`src/pcc_pkg.sv`:
```
// Shared constants and lane control types for the correlation threshold block.
package pcc_pkg;

    // Defaults for the top-level parameters.
    localparam int MAX_LENGTH_DEF  = 1024;
    localparam int SAMPLE_BITS_DEF = 16;

    // Fixed field widths of the channels.
    localparam int FIELD_BITS = 16;
    localparam int THR_BITS   = 16;

    // Threshold after reset, 0.9 in unsigned Q0.16.
    localparam logic [THR_BITS-1:0] THR_RESET = 16'd58982;

    // Digit width of the iterative multipliers (one digit by one digit per cycle).
    localparam int MUL_DIGIT = 32;

    // Commands from the top level to one lane.
    typedef struct packed {
        logic start;
        logic take;
    } t_lane_ctl;

    // Status of one lane.
    typedef struct packed {
        logic idle;
        logic done;
    } t_lane_stat;

endpackage

```
`src/pcc_mul.sv`:
```
// Iterative wide multiplier: one digit-by-digit partial product per cycle.
module pcc_mul #(
    parameter int WA = pcc_pkg::MUL_DIGIT,
    parameter int WB = pcc_pkg::MUL_DIGIT
) (
    input  logic             i_clk,
    input  logic             i_rst_n,
    input  logic             i_start,
    input  logic [WA-1:0]    i_a,
    input  logic [WB-1:0]    i_b,
    output logic             o_done,
    output logic [WA+WB-1:0] o_p
);

    localparam int D    = pcc_pkg::MUL_DIGIT;
    localparam int NA   = (WA + D - 1) / D;
    localparam int NB   = (WB + D - 1) / D;
    localparam int ABW  = NA * D;
    localparam int BBW  = NB * D;
    localparam int AW   = ABW + BBW;
    localparam int PPW  = 2 * D;
    localparam int IA   = (NA > 1) ? $clog2(NA) : 1;
    localparam int IB   = (NB > 1) ? $clog2(NB) : 1;
    localparam int KW   = $clog2(NA + NB);

    logic [NA-1:0][D-1:0] r_a;
    logic [NB-1:0][D-1:0] r_b;
    logic [IA-1:0]        r_i;
    logic [IB-1:0]        r_j;
    logic                 r_run;
    logic [PPW-1:0]       r_pp;
    logic [KW-1:0]        r_k;
    logic                 r_pp_valid;
    logic                 r_pp_last;
    logic [AW-1:0]        r_acc;
    logic                 r_done;
    logic                 last_pair;

    assign last_pair = (r_i == IA'(NA - 1)) && (r_j == IB'(NB - 1));

    always_ff @(posedge i_clk) begin
        if (!i_rst_n) begin
            r_run      <= 1'b0;
            r_pp_valid <= 1'b0;
            r_done     <= 1'b0;
        end else begin
            r_done     <= r_pp_valid && r_pp_last;
            r_pp_valid <= r_run;
            if (i_start) begin
                r_run <= 1'b1;
            end else if (r_run && last_pair) begin
                r_run <= 1'b0;
            end
        end
    end

    always_ff @(posedge i_clk) begin
        if (i_start) begin
            r_a   <= ABW'(i_a);
            r_b   <= BBW'(i_b);
            r_i   <= '0;
            r_j   <= '0;
            r_acc <= '0;
        end else begin
            if (r_run) begin
                r_pp      <= PPW'(r_a[r_i]) * PPW'(r_b[r_j]);
                r_k       <= KW'(r_i) + KW'(r_j);
                r_pp_last <= last_pair;
                if (!last_pair) begin
                    if (r_j == IB'(NB - 1)) begin
                        r_j <= '0;
                        r_i <= r_i + 1'b1;
                    end else begin
                        r_j <= r_j + 1'b1;
                    end
                end
            end
            if (r_pp_valid) begin
                r_acc <= r_acc + (AW'(r_pp) << (r_k * D));
            end
        end
    end

    assign o_done = r_done;
    assign o_p    = r_acc[WA+WB-1:0];

    // A new product may only be started once the previous one has fully drained.
    a_start_idle: assert property (@(posedge i_clk) disable iff (!i_rst_n)
        i_start |-> (!r_run && !r_pp_valid))
        else $error("multiplier started while busy");

endmodule

```
`src/pcc_lane.sv`:
```
// One lane: forms u*v - w*w2 with a shared multiplier, clipped at zero.
module pcc_lane #(
    parameter int WA = pcc_pkg::MUL_DIGIT,
    parameter int WB = pcc_pkg::MUL_DIGIT,
    parameter int PW = pcc_pkg::MUL_DIGIT
) (
    input  logic                i_clk,
    input  logic                i_rst_n,
    input  pcc_pkg::t_lane_ctl  i_ctl,
    output pcc_pkg::t_lane_stat o_stat,
    input  logic [WA-1:0]       i_u,
    input  logic [WB-1:0]       i_v,
    input  logic [WA-1:0]       i_w,
    input  logic [WB-1:0]       i_w2,
    output logic [PW-1:0]       o_res
);

    typedef enum logic [3:0] {
        L_IDLE = 4'b0001,
        L_MP   = 4'b0010,
        L_MQ   = 4'b0100,
        L_DONE = 4'b1000
    } t_lane_state;

    t_lane_state        r_state;
    t_lane_state        n_state;
    logic [WA-1:0]      r_w;
    logic [WB-1:0]      r_w2;
    logic [PW-1:0]      r_p;
    logic [PW-1:0]      r_res;
    logic               mul_start;
    logic [WA-1:0]      mul_a;
    logic [WB-1:0]      mul_b;
    logic               mul_done;
    logic [WA+WB-1:0]   mul_p;
    logic [PW:0]        diff;

    pcc_mul #(.WA(WA), .WB(WB)) u_mul (
        .i_clk   (i_clk),
        .i_rst_n (i_rst_n),
        .i_start (mul_start),
        .i_a     (mul_a),
        .i_b     (mul_b),
        .o_done  (mul_done),
        .o_p     (mul_p)
    );

    always_comb begin
        n_state   = r_state;
        mul_start = 1'b0;
        mul_a     = i_u;
        mul_b     = i_v;
        case (r_state)
            L_IDLE: begin
                if (i_ctl.start) begin
                    mul_start = 1'b1;
                    n_state   = L_MP;
                end
            end
            L_MP: begin
                if (mul_done) begin
                    mul_start = 1'b1;
                    mul_a     = r_w;
                    mul_b     = r_w2;
                    n_state   = L_MQ;
                end
            end
            L_MQ: begin
                if (mul_done) begin
                    n_state = L_DONE;
                end
            end
            L_DONE: begin
                if (i_ctl.take) begin
                    n_state = L_IDLE;
                end
            end
            default: n_state = L_IDLE;
        endcase
    end

    // The top bit is the borrow: set when the second product is the larger one.
    assign diff = {1'b0, r_p} - {1'b0, mul_p[PW-1:0]};

    always_ff @(posedge i_clk) begin
        if (!i_rst_n) begin
            r_state <= L_IDLE;
        end else begin
            r_state <= n_state;
        end
    end

    always_ff @(posedge i_clk) begin
        if (r_state == L_IDLE && i_ctl.start) begin
            r_w  <= i_w;
            r_w2 <= i_w2;
        end
        if (r_state == L_MP && mul_done) begin
            r_p <= mul_p[PW-1:0];
        end
        if (r_state == L_MQ && mul_done) begin
            r_res <= diff[PW] ? '0 : diff[PW-1:0];
        end
    end

    assign o_stat.idle = (r_state == L_IDLE);
    assign o_stat.done = (r_state == L_DONE);
    assign o_res       = r_res;

endmodule

```
`config.mk`:
```
export PLATFORM = sky130hd
export DESIGN_NAME = pcc_lane
export DESIGN_NICKNAME = d
export VERILOG_FILES = /design/src/pcc_pkg.sv /design/src/pcc_mul.sv /design/src/pcc_lane.sv
export SDC_FILE = /design/constraint.sdc
export NUM_CORES = 2
export LEC_CHECK = 0
export BUFFER_PORTS_ARGS = -buffer_cell sky130_fd_sc_hd__clkbuf_2
export CAP_MARGIN = 30
export CORE_ASPECT_RATIO = 1.75
export CORE_MARGIN = 5
export CORE_UTILIZATION = 40
export CTS_BUF_LIST = sky130_fd_sc_hd__clkbuf_8 sky130_fd_sc_hd__clkbuf_16
export DETAILED_ROUTE_END_ITERATION = 10
export GPL_TIMING_DRIVEN = 0
export RECOVER_POWER = 100
export SLEW_MARGIN = 15
export SYNTH_ARGS = -nofsm -noshare
export SYNTH_HDL_FRONTEND = slang
export SYNTH_SLANG_ARGS = --single-unit
```
`constraint.sdc`:
```
create_clock -name i_clk -period 9 [get_ports i_clk]
set_input_delay 1.8 -clock i_clk [delete_from_list [all_inputs] [get_ports i_clk]]
set_output_delay 1.8 -clock i_clk [all_outputs]
set_load 0.02 [all_outputs]
```
==> impl_metrics.ini <==
[logic_synthesis]
synth_edf_count = 226
ys_ff_latch = 266
synth_area_leaders = fa_1 (29%), edfxtp_1 (24%), ha_1 (8.2%), and2_1 (7.0%), inv_1 (6.1%)
synthCells = 2848
yosys_warnings = 0
synth_top_area_share_pct = 28.9
syn_area_per_cell_sq_um = 9.96
yosysSeqAreaShare_pct = 26.7
synth_top_cell_by_area = fa_1
yosys_most_used_dff = edfxtp_1
synth-async-reset-ratio_pct = 0
syn_area_sq_um = 28400
ys_types = 74
synth_fp_nets = 3576

[grt]
grt_max_degree = 39
grt_use_total_pct = 20.9
grt_overflow = 0
grt_pass1_vias = 21500
grt_antenna_before_repair = 2
grt_pass1_wl_mm = 121

[routing]
detailroute.via_count = 19900
drc = 0
antenna_left = 0
drt-initial-drc-count = 864
dr.pass1.iters = 5
wl_mm = 79.9
detail_route.vias_per_cell = 4.99
wire_per_inst_microns = 20.0

[worst_setup_path]
reg2reg_depth = 23
critPathCaptureType = flop
worstPathArrival_ps = 8870
timing.rr.end = u_mul.r_pp[31]
crit_type = reg -> reg
worst_ep_required_time_ps = 9300
worstSetupStartpointType = flop
ff2ff_setup_slack_ps = 430
r2r_start = u_mul.r_b[3]
worst-path-max-fanout = 10

[floorplanning]
core_sq_um = 70500
die_y_microns = 362
floorplan.die_area_sq_um = 76600
initial_utilization_pct = 40.2
die_w_microns = 211
boundaryPins = 166
num_rows = 129

[run]
cap_violations = 6

[timing]
finalHoldViolations = 0
tightestPinTransition_ps = 2160
worst_slack_ps = 430
min_period_ps = 8570
clock_skew_ps = 18.5
tns_ps = 0
fin_crit_sh_pct = 95.2
rsz0062_at_grt = false
final_max_slew_viol_count = 169
setup_violations = 0
fmax_ghz = 0.117
relSlewSlack_pct = -44.2

[min_path]
hp-class = reg -> reg
hold_depth = 0
hold_path_end = r_p[31]
hp-start = u_mul.o_p[31]

[run_status]
outcome = complete, but fails checks
violations = max-capacitance violations, max-slew violations

[clocking]
clock_path_buffers = 3
cts_resized = 0
cts_tree = done
htreeDepth = 1
clkSlewWorstSetupHoldPaths_ps = 60
clock_latency_ps = 580
post_cts_buffers = 0
clkSinkCount = 266
cts_buffers = 27
cts-hold-fix-buffers = 0
cts-root-buf = clkbuf_16

[finish]
synthToLayoutAreaGrowth_pct = 9.86
nNetsFinal = 3780
drive_gt1_share_pct = 6.06
fin_area_sq_um = 31200

[place]
gp_congestion = 0.975
post_dp_cell_area_sq_um = 30500
port-buffer-count = 165
post-place-ws_ps = 432
dp_hpwl_mm = 66.9
cell families (layout without fill, tap and decap cells):
| family | count (synthesis) | after routing | synth area share (%) |
|---|---|---|---|
| AOI/OAI and AO/OA | 235 | 235 | 5.71 |
| DFF | 266 | 266 | 26.7 |
| xor gates and xnor gates | 135 | 135 | 4.17 |
| muxes | 26 | 26 | 0.922 |
| adders and majority gates | 596 | 596 | 37.1 |
| and+or+nand+nor | 1016 | 1016 | 17.7 |
| buffers and inverters | 574 | 797 | 7.63 |
| other | 0 | 1 | 0 |
synthesized netlist by cell type, types with 35 or more instances:
cell type,instances
a21o_1,35
a21oi_1,68
and2_1,316
clkbuf_1,107
dfxtp_1,40
edfxtp_1,226
fa_1,410
ha_1,186
inv_1,458
nand2_1,446
nor2_1,95
nor2b_1,47
o21ai_0,38
xnor2_1,102
worst max path at each step:
stage	from	endpoint	depth (start not counted)	slack (ps)
floorplan	i_ctl[1]	u_mul.r_a[0]	5	1220
global placement	i_ctl[1]	u_mul.r_a[2]	6	-2010
detailed placement	u_mul.r_b[3]	u_mul.r_pp[31]	23	430
CTS	u_mul.r_b[3]	u_mul.r_pp[31]	23	410
global route	u_mul.r_b[3]	u_mul.r_pp[31]	23	30
finish	u_mul.r_b[3]	u_mul.r_pp[31]	23	430
cell type report:
class                      instances  area, sq um
fill                            6894        39400
buffer                           115          432
clock inverter                    19          223
tap                              917         1150
timing repair buffer             175          828
multi-input combinational       2008        18500
clock buffer                      29          714
sequential                       266         7590
inverter                         459         1720
antenna                            1         2.50
state kept, by name (all words and copies together) (netlist names):
signal,cells
u_mul.r_pp,32
u_mul.r_k,1
r_w,32
u_mul.r_pp_last,1
u_mul.r_run,1
u_mul.r_i,1
o_res,32
r_state,4
r_w2,32
u_mul.r_pp_valid,1
u_mul.r_b,32
u_mul.o_p,32
u_mul.o_done,1
r_p,32
u_mul.r_a,32
cells in the final DEF, fill, tap and decap left out, drive strengths merged, types with 35 or more instances in the layout:
cell type / n
a21o: 35
dfxtp: 40
nor2: 95
fa: 410
inv: 463
o21ai: 42
nor2b: 48
edfxtp: 226
and2: 317
xnor2: 102
a21oi: 70
nand2: 446
clkbuf: 316
ha: 186
per-layer routing:
layer,share of wire [%],global-route usage (%),vias to the layer above
met1,33,20.8,9737
met2,54,40.2,601
met3,4.6,2.39,252
met4,8.5,14.0,2
met5,0.011,0,-
li1,-,-,9304
through the flow:
step	hold WS (ps)	utilization (%)	std cells
finish	429	44.2	3989
detailed placement	416	43.2	3940
global route	436	44.2	3988
global placement	409	43.0	3930
CTS	431	44.6	3988
floorplan	408	-	2848
critical path, stage by stage (launching register included):
cell      delay (ps)
edfxtp_1         370
clkbuf_1         450
clkbuf_1         830
nand2_1          170
fa_1             610
fa_1             450
fa_1             480
fa_1             550
inv_1             60
fa_1             490
fa_1             470
fa_1             510
inv_1             50
fa_1             530
inv_1             50
ha_1             340
and2_1           200
and3_1           200
a311oi_2         580
o21ai_1          210
nor2_1           190
o21ai_0          110
a21oi_1          250
xnor2_1          110
Power is not shown: default switching activity piles up to over one toggle a cycle in this logic, so the estimate is an artifact.
