### config.mk
export PLATFORM = sky130hd
export DESIGN_NAME = pcc_merge_flat
export DESIGN_NICKNAME = d
export VERILOG_FILES = /design/src/pcc_pkg.sv /design/src/pcc_if.sv /design/src/pcc_mul.sv /design/src/pcc_merge.sv /design/src/flat_wrapper.sv
export SDC_FILE = /design/constraint.sdc
export NUM_CORES = 2
export LEC_CHECK = 0
export ABC_AREA = 0
export BUFFER_PORTS_ARGS = -buffer_cell sky130_fd_sc_hd__buf_2
export CORE_ASPECT_RATIO = 1.1
export CORE_MARGIN = 3
export CORE_UTILIZATION = 30
export DETAILED_ROUTE_END_ITERATION = 10
export PLACE_DENSITY_LB_ADDON = 0.2
export SETUP_SLACK_MARGIN = 0.5
export SLEW_MARGIN = 40
export SYNTH_ARGS = -nofsm -noshare
export SYNTH_HDL_FRONTEND = slang
export SYNTH_SLANG_ARGS = --single-unit
### constraint.sdc
create_clock -name i_clk -period 13.2 [get_ports i_clk]
set_input_delay 1.98 -clock i_clk [delete_from_list [all_inputs] [get_ports i_clk]]
set_output_delay 1.98 -clock i_clk [all_outputs]
set_load 0.01 [all_outputs]
### src/pcc_pkg.sv
// Shared constants and lane control types for the correlation threshold block.
package pcc_pkg;

    // Defaults for the top-level parameters.
    localparam int MAX_LENGTH_DEF  = 1024;
    localparam int SAMPLE_BITS_DEF = 16;

    // Fixed field widths of the channels.
    localparam int FIELD_BITS = 16;
    localparam int THR_BITS   = 16;

    // Threshold after reset, 0.9 in unsigned Q0.16.
    localparam logic [THR_BITS-1:0] THR_RESET = 16'd58982;

    // Digit width of the iterative multipliers (one digit by one digit per cycle).
    localparam int MUL_DIGIT = 32;

    // Commands from the top level to one lane.
    typedef struct packed {
        logic start;
        logic take;
    } t_lane_ctl;

    // Status of one lane.
    typedef struct packed {
        logic idle;
        logic done;
    } t_lane_stat;

endpackage

### src/pcc_if.sv


interface pcc_out_if;
    logic valid;
    logic ready;
    logic linked;
    logic degenerate;

    modport source (output valid, output linked, output degenerate, input ready);
    modport sink   (input valid, input linked, input degenerate, output ready);
endinterface

### src/pcc_mul.sv
// Iterative wide multiplier: one digit-by-digit partial product per cycle.
module pcc_mul #(
    parameter int WA = pcc_pkg::MUL_DIGIT,
    parameter int WB = pcc_pkg::MUL_DIGIT
) (
    input  logic             i_clk,
    input  logic             i_rst_n,
    input  logic             i_start,
    input  logic [WA-1:0]    i_a,
    input  logic [WB-1:0]    i_b,
    output logic             o_done,
    output logic [WA+WB-1:0] o_p
);

    localparam int D    = pcc_pkg::MUL_DIGIT;
    localparam int NA   = (WA + D - 1) / D;
    localparam int NB   = (WB + D - 1) / D;
    localparam int ABW  = NA * D;
    localparam int BBW  = NB * D;
    localparam int AW   = ABW + BBW;
    localparam int PPW  = 2 * D;
    localparam int IA   = (NA > 1) ? $clog2(NA) : 1;
    localparam int IB   = (NB > 1) ? $clog2(NB) : 1;
    localparam int KW   = $clog2(NA + NB);

    logic [NA-1:0][D-1:0] r_a;
    logic [NB-1:0][D-1:0] r_b;
    logic [IA-1:0]        r_i;
    logic [IB-1:0]        r_j;
    logic                 r_run;
    logic [PPW-1:0]       r_pp;
    logic [KW-1:0]        r_k;
    logic                 r_pp_valid;
    logic                 r_pp_last;
    logic [AW-1:0]        r_acc;
    logic                 r_done;
    logic                 last_pair;

    assign last_pair = (r_i == IA'(NA - 1)) && (r_j == IB'(NB - 1));

    always_ff @(posedge i_clk) begin
        if (!i_rst_n) begin
            r_run      <= 1'b0;
            r_pp_valid <= 1'b0;
            r_done     <= 1'b0;
        end else begin
            r_done     <= r_pp_valid && r_pp_last;
            r_pp_valid <= r_run;
            if (i_start) begin
                r_run <= 1'b1;
            end else if (r_run && last_pair) begin
                r_run <= 1'b0;
            end
        end
    end

    always_ff @(posedge i_clk) begin
        if (i_start) begin
            r_a   <= ABW'(i_a);
            r_b   <= BBW'(i_b);
            r_i   <= '0;
            r_j   <= '0;
            r_acc <= '0;
        end else begin
            if (r_run) begin
                r_pp      <= PPW'(r_a[r_i]) * PPW'(r_b[r_j]);
                r_k       <= KW'(r_i) + KW'(r_j);
                r_pp_last <= last_pair;
                if (!last_pair) begin
                    if (r_j == IB'(NB - 1)) begin
                        r_j <= '0;
                        r_i <= r_i + 1'b1;
                    end else begin
                        r_j <= r_j + 1'b1;
                    end
                end
            end
            if (r_pp_valid) begin
                r_acc <= r_acc + (AW'(r_pp) << (r_k * D));
            end
        end
    end

    assign o_done = r_done;
    assign o_p    = r_acc[WA+WB-1:0];

    // A new product may only be started once the previous one has fully drained.
    a_start_idle: assert property (@(posedge i_clk) disable iff (!i_rst_n)
        i_start |-> (!r_run && !r_pp_valid))
        else $error("multiplier started while busy");

endmodule

### src/pcc_merge.sv
// Merging stage: degenerate check and the exact squared-correlation compare.
module pcc_merge #(
    parameter int PW = pcc_pkg::MUL_DIGIT
) (
    input  logic                          i_clk,
    input  logic                          i_rst_n,
    input  logic                          i_start,
    input  logic [PW-1:0]                 i_num,
    input  logic [PW-1:0]                 i_va,
    input  logic [PW-1:0]                 i_vb,
    input  logic [pcc_pkg::THR_BITS-1:0]  i_thr,
    output logic                          o_idle,
    pcc_out_if.source                     o_out
);

    localparam int T2W = 2 * pcc_pkg::THR_BITS;
    localparam int WA  = T2W + PW;
    localparam int WB  = PW;
    localparam int LW  = WA + WB;

    typedef enum logic [4:0] {
        M_IDLE = 5'b00001,
        M_SQR  = 5'b00010,
        M_TA   = 5'b00100,
        M_TAB  = 5'b01000,
        M_OUT  = 5'b10000
    } t_merge_state;

    t_merge_state   r_state;
    t_merge_state   n_state;
    logic [PW-1:0]  r_va;
    logic [PW-1:0]  r_vb;
    logic [T2W-1:0] r_t2;
    logic [LW-1:0]  r_lhs;
    logic           r_linked;
    logic           r_degen;
    logic           flat;
    logic           skip;
    logic           mul_start;
    logic [WA-1:0]  mul_a;
    logic [WB-1:0]  mul_b;
    logic           mul_done;
    logic [LW-1:0]  mul_p;

    pcc_mul #(.WA(WA), .WB(WB)) u_mul (
        .i_clk   (i_clk),
        .i_rst_n (i_rst_n),
        .i_start (mul_start),
        .i_a     (mul_a),
        .i_b     (mul_b),
        .o_done  (mul_done),
        .o_p     (mul_p)
    );

    // A zero variance ends the test at once; so does a non-positive numerator.
    assign flat = (i_va == '0) || (i_vb == '0);
    assign skip = flat || (i_num == '0);

    always_comb begin
        n_state   = r_state;
        mul_start = 1'b0;
        mul_a     = WA'(i_num);
        mul_b     = i_num;
        case (r_state)
            M_IDLE: begin
                if (i_start) begin
                    if (skip) begin
                        n_state = M_OUT;
                    end else begin
                        mul_start = 1'b1;
                        n_state   = M_SQR;
                    end
                end
            end
            M_SQR: begin
                if (mul_done) begin
                    mul_start = 1'b1;
                    mul_a     = WA'(r_t2);
                    mul_b     = r_va;
                    n_state   = M_TA;
                end
            end
            M_TA: begin
                if (mul_done) begin
                    mul_start = 1'b1;
                    mul_a     = mul_p[WA-1:0];
                    mul_b     = r_vb;
                    n_state   = M_TAB;
                end
            end
            M_TAB: begin
                if (mul_done) begin
                    n_state = M_OUT;
                end
            end
            M_OUT: begin
                if (o_out.ready) begin
                    n_state = M_IDLE;
                end
            end
            default: n_state = M_IDLE;
        endcase
    end

    always_ff @(posedge i_clk) begin
        if (!i_rst_n) begin
            r_state <= M_IDLE;
        end else begin
            r_state <= n_state;
        end
    end

    always_ff @(posedge i_clk) begin
        if (r_state == M_IDLE && i_start) begin
            r_va     <= i_va;
            r_vb     <= i_vb;
            r_t2     <= T2W'(i_thr) * T2W'(i_thr);
            r_degen  <= flat;
            r_linked <= 1'b0;
        end
        if (r_state == M_SQR && mul_done) begin
            r_lhs <= {mul_p[2*PW-1:0], {T2W{1'b0}}};
        end
        if (r_state == M_TAB && mul_done) begin
            r_linked <= (r_lhs > mul_p);
        end
    end

    assign o_idle           = (r_state == M_IDLE);
    assign o_out.valid      = (r_state == M_OUT);
    assign o_out.linked     = r_linked;
    assign o_out.degenerate = r_degen;

    // A flat vector can never be reported as linked.
    a_degen_unlinked: assert property (@(posedge i_clk) disable iff (!i_rst_n)
        o_out.valid |-> !(o_out.linked && o_out.degenerate))
        else $error("result flagged both linked and degenerate");

endmodule

### src/flat_wrapper.sv
// flat-port wrapper written by rule: the top's interface ports become plain ports
module pcc_merge_flat 
#(
    parameter int PW = pcc_pkg::MUL_DIGIT
)
  (i_clk, i_rst_n, i_start, i_num, i_va, i_vb, i_thr, o_idle, o_out_valid, o_out_linked, o_out_degenerate, o_out_ready);
  pcc_out_if o_out_i ();
  input  logic i_clk;
  input  logic i_rst_n;
  input  logic i_start;
  input  logic [PW-1:0] i_num;
  input  logic [PW-1:0] i_va;
  input  logic [PW-1:0] i_vb;
  input  logic [pcc_pkg::THR_BITS-1:0] i_thr;
  output logic o_idle;
  output wire logic [$bits(o_out_i.valid)-1:0] o_out_valid;
  output wire logic [$bits(o_out_i.linked)-1:0] o_out_linked;
  output wire logic [$bits(o_out_i.degenerate)-1:0] o_out_degenerate;
  input wire logic [$bits(o_out_i.ready)-1:0] o_out_ready;
  assign o_out_valid = o_out_i.valid;
  assign o_out_linked = o_out_i.linked;
  assign o_out_degenerate = o_out_i.degenerate;
  assign o_out_i.ready = o_out_ready;
  pcc_merge #(.PW(PW)) u_core (.i_clk(i_clk), .i_rst_n(i_rst_n), .i_start(i_start), .i_num(i_num), .i_va(i_va), .i_vb(i_vb), .i_thr(i_thr), .o_idle(o_idle), .o_out(o_out_i));
endmodule
==> flow_metrics.env <==
export IMPL_status="completed"
export IMPL_port_buffers=119
export IMPL_boundaryPins=120
export IMPL_areaGrowthSynthToFinish_pct=7.87
export IMPL_maxSlewViolCount=0
export IMPL_slowest_stage="mux2_2"
export IMPL_place_hpwl_mm=170
export IMPL_r2r_worst_path_cells=26
export IMPL_clock_path_buffers=3
export IMPL_cts_buffers=49
export IMPL_wl_per_cell_um=22.6
export IMPL_clock_fmax_mhz=107
export IMPL_yosys_top_cells_area="fa_1, edfxtp_1, ha_1"
export IMPL_ys_seq_area_share_pct=18.4
export IMPL_required_ns=13.54
export IMPL_start_util_pct=30.2
export IMPL_crit_top_cell="fa_1"
export IMPL_track_usage_pct=19.5
export IMPL_crit_family="adder cells"
export IMPL_grt_pass1_vias=50300
export IMPL_syn_inst=6701
export IMPL_ys_ff_latch=427
export IMPL_reg2reg_to="u_core.u_mul.r_pp[60]"
export IMPL_die_area_mm2=0.219
export IMPL_antenna_found_initial=20
export IMPL_r2r_setup_slack_ns=3.82
export IMPL_firstDrtPassIters=5
export IMPL_grt_pass1_wl_mm=323
export IMPL_clkTransAtPathRegs_ns=0.07
export IMPL_fin_crit_sh_pct=71.0
export IMPL_via_per_inst=4.94
export IMPL_core_area_mm2=0.212
export IMPL_yosys_area_top_type="fa_1"
export IMPL_pre_cts_ws_ns=3.86
export IMPL_hold_viol_final=0
export IMPL_grt_ovfl_total=0
export IMPL_drive_above_1_share_pct=5.76
export IMPL_cts_root_buf="clkbuf_16"
export IMPL_htree_num_levels=2
export IMPL_yosysWarnings=0
export IMPL_avgSynthCellArea_um2=9.55
export IMPL_post_cts_buffers=0
export IMPL_path_buf_inv=4
export IMPL_netlist_area_mm2=0.0640
export IMPL_nets=8293
export IMPL_post_cts_resized=0
export IMPL_final_core_util_pct=32.6
export IMPL_fin_crit_ns=9.38
export IMPL_synth_edf_count=322
export IMPL_synth_distinct_cells=87
export IMPL_setup_ws_ns=3.82
export IMPL_relSlewSlack_pct=42.0
export IMPL_postRouteAntennaNets=0
export IMPL_yosysMostFrequentCell="inv_1"
export IMPL_grt_max_degree=75
export IMPL_tightest_slew_ns=0.870
export IMPL_crit_type="flip-flop to flip-flop"
export IMPL_dp_cells=9320
export IMPL_die_h_um=490
export IMPL_cp_arrival_ns=9.72
export IMPL_final_cells=9422
export IMPL_synthArstFlopShare_pct=0
export IMPL_worstSetupStartpointType="flip-flop"
export IMPL_drt_wl_total_mm=212
export IMPL_clk_latency_ns=0.61
export IMPL_rr_startpoint="u_core.u_mul.r_i"
export IMPL_hold_path_class="flip-flop to flip-flop"
export IMPL_setup_violations=0
export IMPL_rows=177
export IMPL_crit_path_end_kind="flip-flop"
export IMPL_synth_net_count=8397
export IMPL_drc=0
export IMPL_rsz0062_at_grt="no"
export IMPL_gp_congestion=0.922
export IMPL_clock_skew_ns=0.0203
export IMPL_die_w_um=446
export IMPL_vias=46600
export IMPL_holdPathEnd="u_core.u_mul.o_p[88]"
export IMPL_cp_max_fo=32
export IMPL_numClockSinks=427
export IMPL_synthFlopType="edfxtp_1"
export IMPL_cts_tree="done"
export IMPL_synth_common_cells="inv_1, fa_1, nand2_1"
export IMPL_cpPeakStageDelay_ns=0.81
export IMPL_hp_start="u_core.u_mul.o_p[88]"
export IMPL_fin_tns_setup_ns=0
export IMPL_hold_path_depth=2
export IMPL_synth_top_area_share_pct=33.2
export IMPL_cts_hold_buf=0
export IMPL_drt_initial_drc_count=2760
export IMPL_cap_violations=0
## registers in the layout (all words and copies together) (netlist names)
name / flops
u_core.r_state: 5
u_core.o_out.linked: 1
u_core.u_mul.r_run: 1
u_core.u_mul.r_pp: 64
u_core.u_mul.o_p: 96
u_core.o_out.degenerate: 1
u_core.u_mul.r_pp_valid: 1
u_core.u_mul.r_a: 64
u_core.u_mul.r_i: 1
u_core.u_mul.o_done: 1
u_core.r_vb: 32
u_core.u_mul.r_b: 32
u_core.r_t2: 31
u_core.r_va: 32
u_core.r_lhs: 64
u_core.u_mul.r_k: 1
## worst reg2reg max path, cell delays in order, from the launching register on
cell and delay, ns:
dfxtp_1 0.43, buf_4 0.49, mux2_2 0.85, nand2_1 0.23, fa_1 0.53, inv_1 0.05
fa_1 0.50, inv_1 0.05, fa_1 0.47, inv_1 0.05, fa_1 0.48, fa_1 0.58
fa_1 0.44, fa_1 0.55, fa_1 0.46, ha_1 0.42, and3_1 0.24, and3_1 0.27
nand2_1 0.08, o41ai_1 0.36, nor2_2 0.13, o41ai_2 0.38, a311o_2 0.32, a311oi_4 0.13
o21ai_2 0.33, a311o_1 0.22, o311ai_1 0.09
## cell type report
cell class / count / area [um2]
fillers: 22100 / 143000
multi-input cells: 4707 / 46400
flip-flops and latches: 427 / 11800
inverters: 1212 / 4560
well taps: 2774 / 3470
clock buffers: 61 / 1290
repair buffers: 200 / 1250
clock inverters: 30 / 250
diodes: 11 / 27.5
## metrics by stage
stage | instance area [um2] | hold WS (ns)
floorplan | 64000 | 0.406
global placement | 67300 | 0.504
detailed placement | 67400 | 0.501
CTS | 69000 | 0.517
global route | 69000 | 0.542
finish | 69000 | 0.521
## cells in the final DEF, fill, tap and decap left out, types with 28 or more instances in the layout
master,count
dfxtp_1,103
nor3_1,32
buf_2,119
nor4_1,36
o21a_1,39
and3_1,47
nand4_1,77
nor2b_1,68
xor2_1,62
buf_4,75
a21oi_1,235
nor2_1,213
ha_1,519
mux2i_1,69
edfxtp_1,322
o21ai_0,114
clkbuf_16,49
and2_1,667
mux2_2,53
xnor2_1,120
nand2_1,734
fa_1,1061
nand3_1,39
nand2b_1,28
inv_1,1209
o21bai_1,37
a22o_1,30
a21o_1,122
## worst max-delay path by stage
| stage | end | startpoint | slack (ns) | cells after the start |
|---|---|---|---|---|
| floorplan | u_core.u_mul.r_pp[60] | u_core.u_mul.r_i | 4.79 | 30 |
| global placement | u_core.u_mul.r_pp[60] | u_core.u_mul.r_i | 3.76 | 26 |
| detailed placement | u_core.u_mul.r_pp[60] | u_core.u_mul.r_i | 3.86 | 25 |
| CTS | u_core.u_mul.r_pp[60] | u_core.u_mul.r_i | 3.84 | 26 |
| global route | u_core.u_mul.r_pp[60] | u_core.u_mul.r_i | 3.38 | 26 |
| finish | u_core.u_mul.r_pp[60] | u_core.u_mul.r_i | 3.82 | 26 |
## kinds of logic after synthesis
kind of cell / after synthesis / share of synthesized area, %
mux: 134 / 2.22
simple gates: 1995 / 15.8
fa+ha+maj: 1580 / 43.3
buf+inv: 1567 / 9.21
xor+xnor: 182 / 2.49
compound gates: 816 / 8.56
flops: 427 / 18.4
## metal layers
metal / routed length (um) / vias to the layer above / track usage, %
li1: - / 21000 / -
met1: 95300 / 24200 / 26.6
met2: 103000 / 1088 / 33.2
met3: 7690 / 258 / 1.26
met4: 6850 / 0 / 5.47
met5: 0 / - / 0
Power is not shown: default switching activity piles up to over one toggle a cycle in this logic, so the estimate is an artifact.
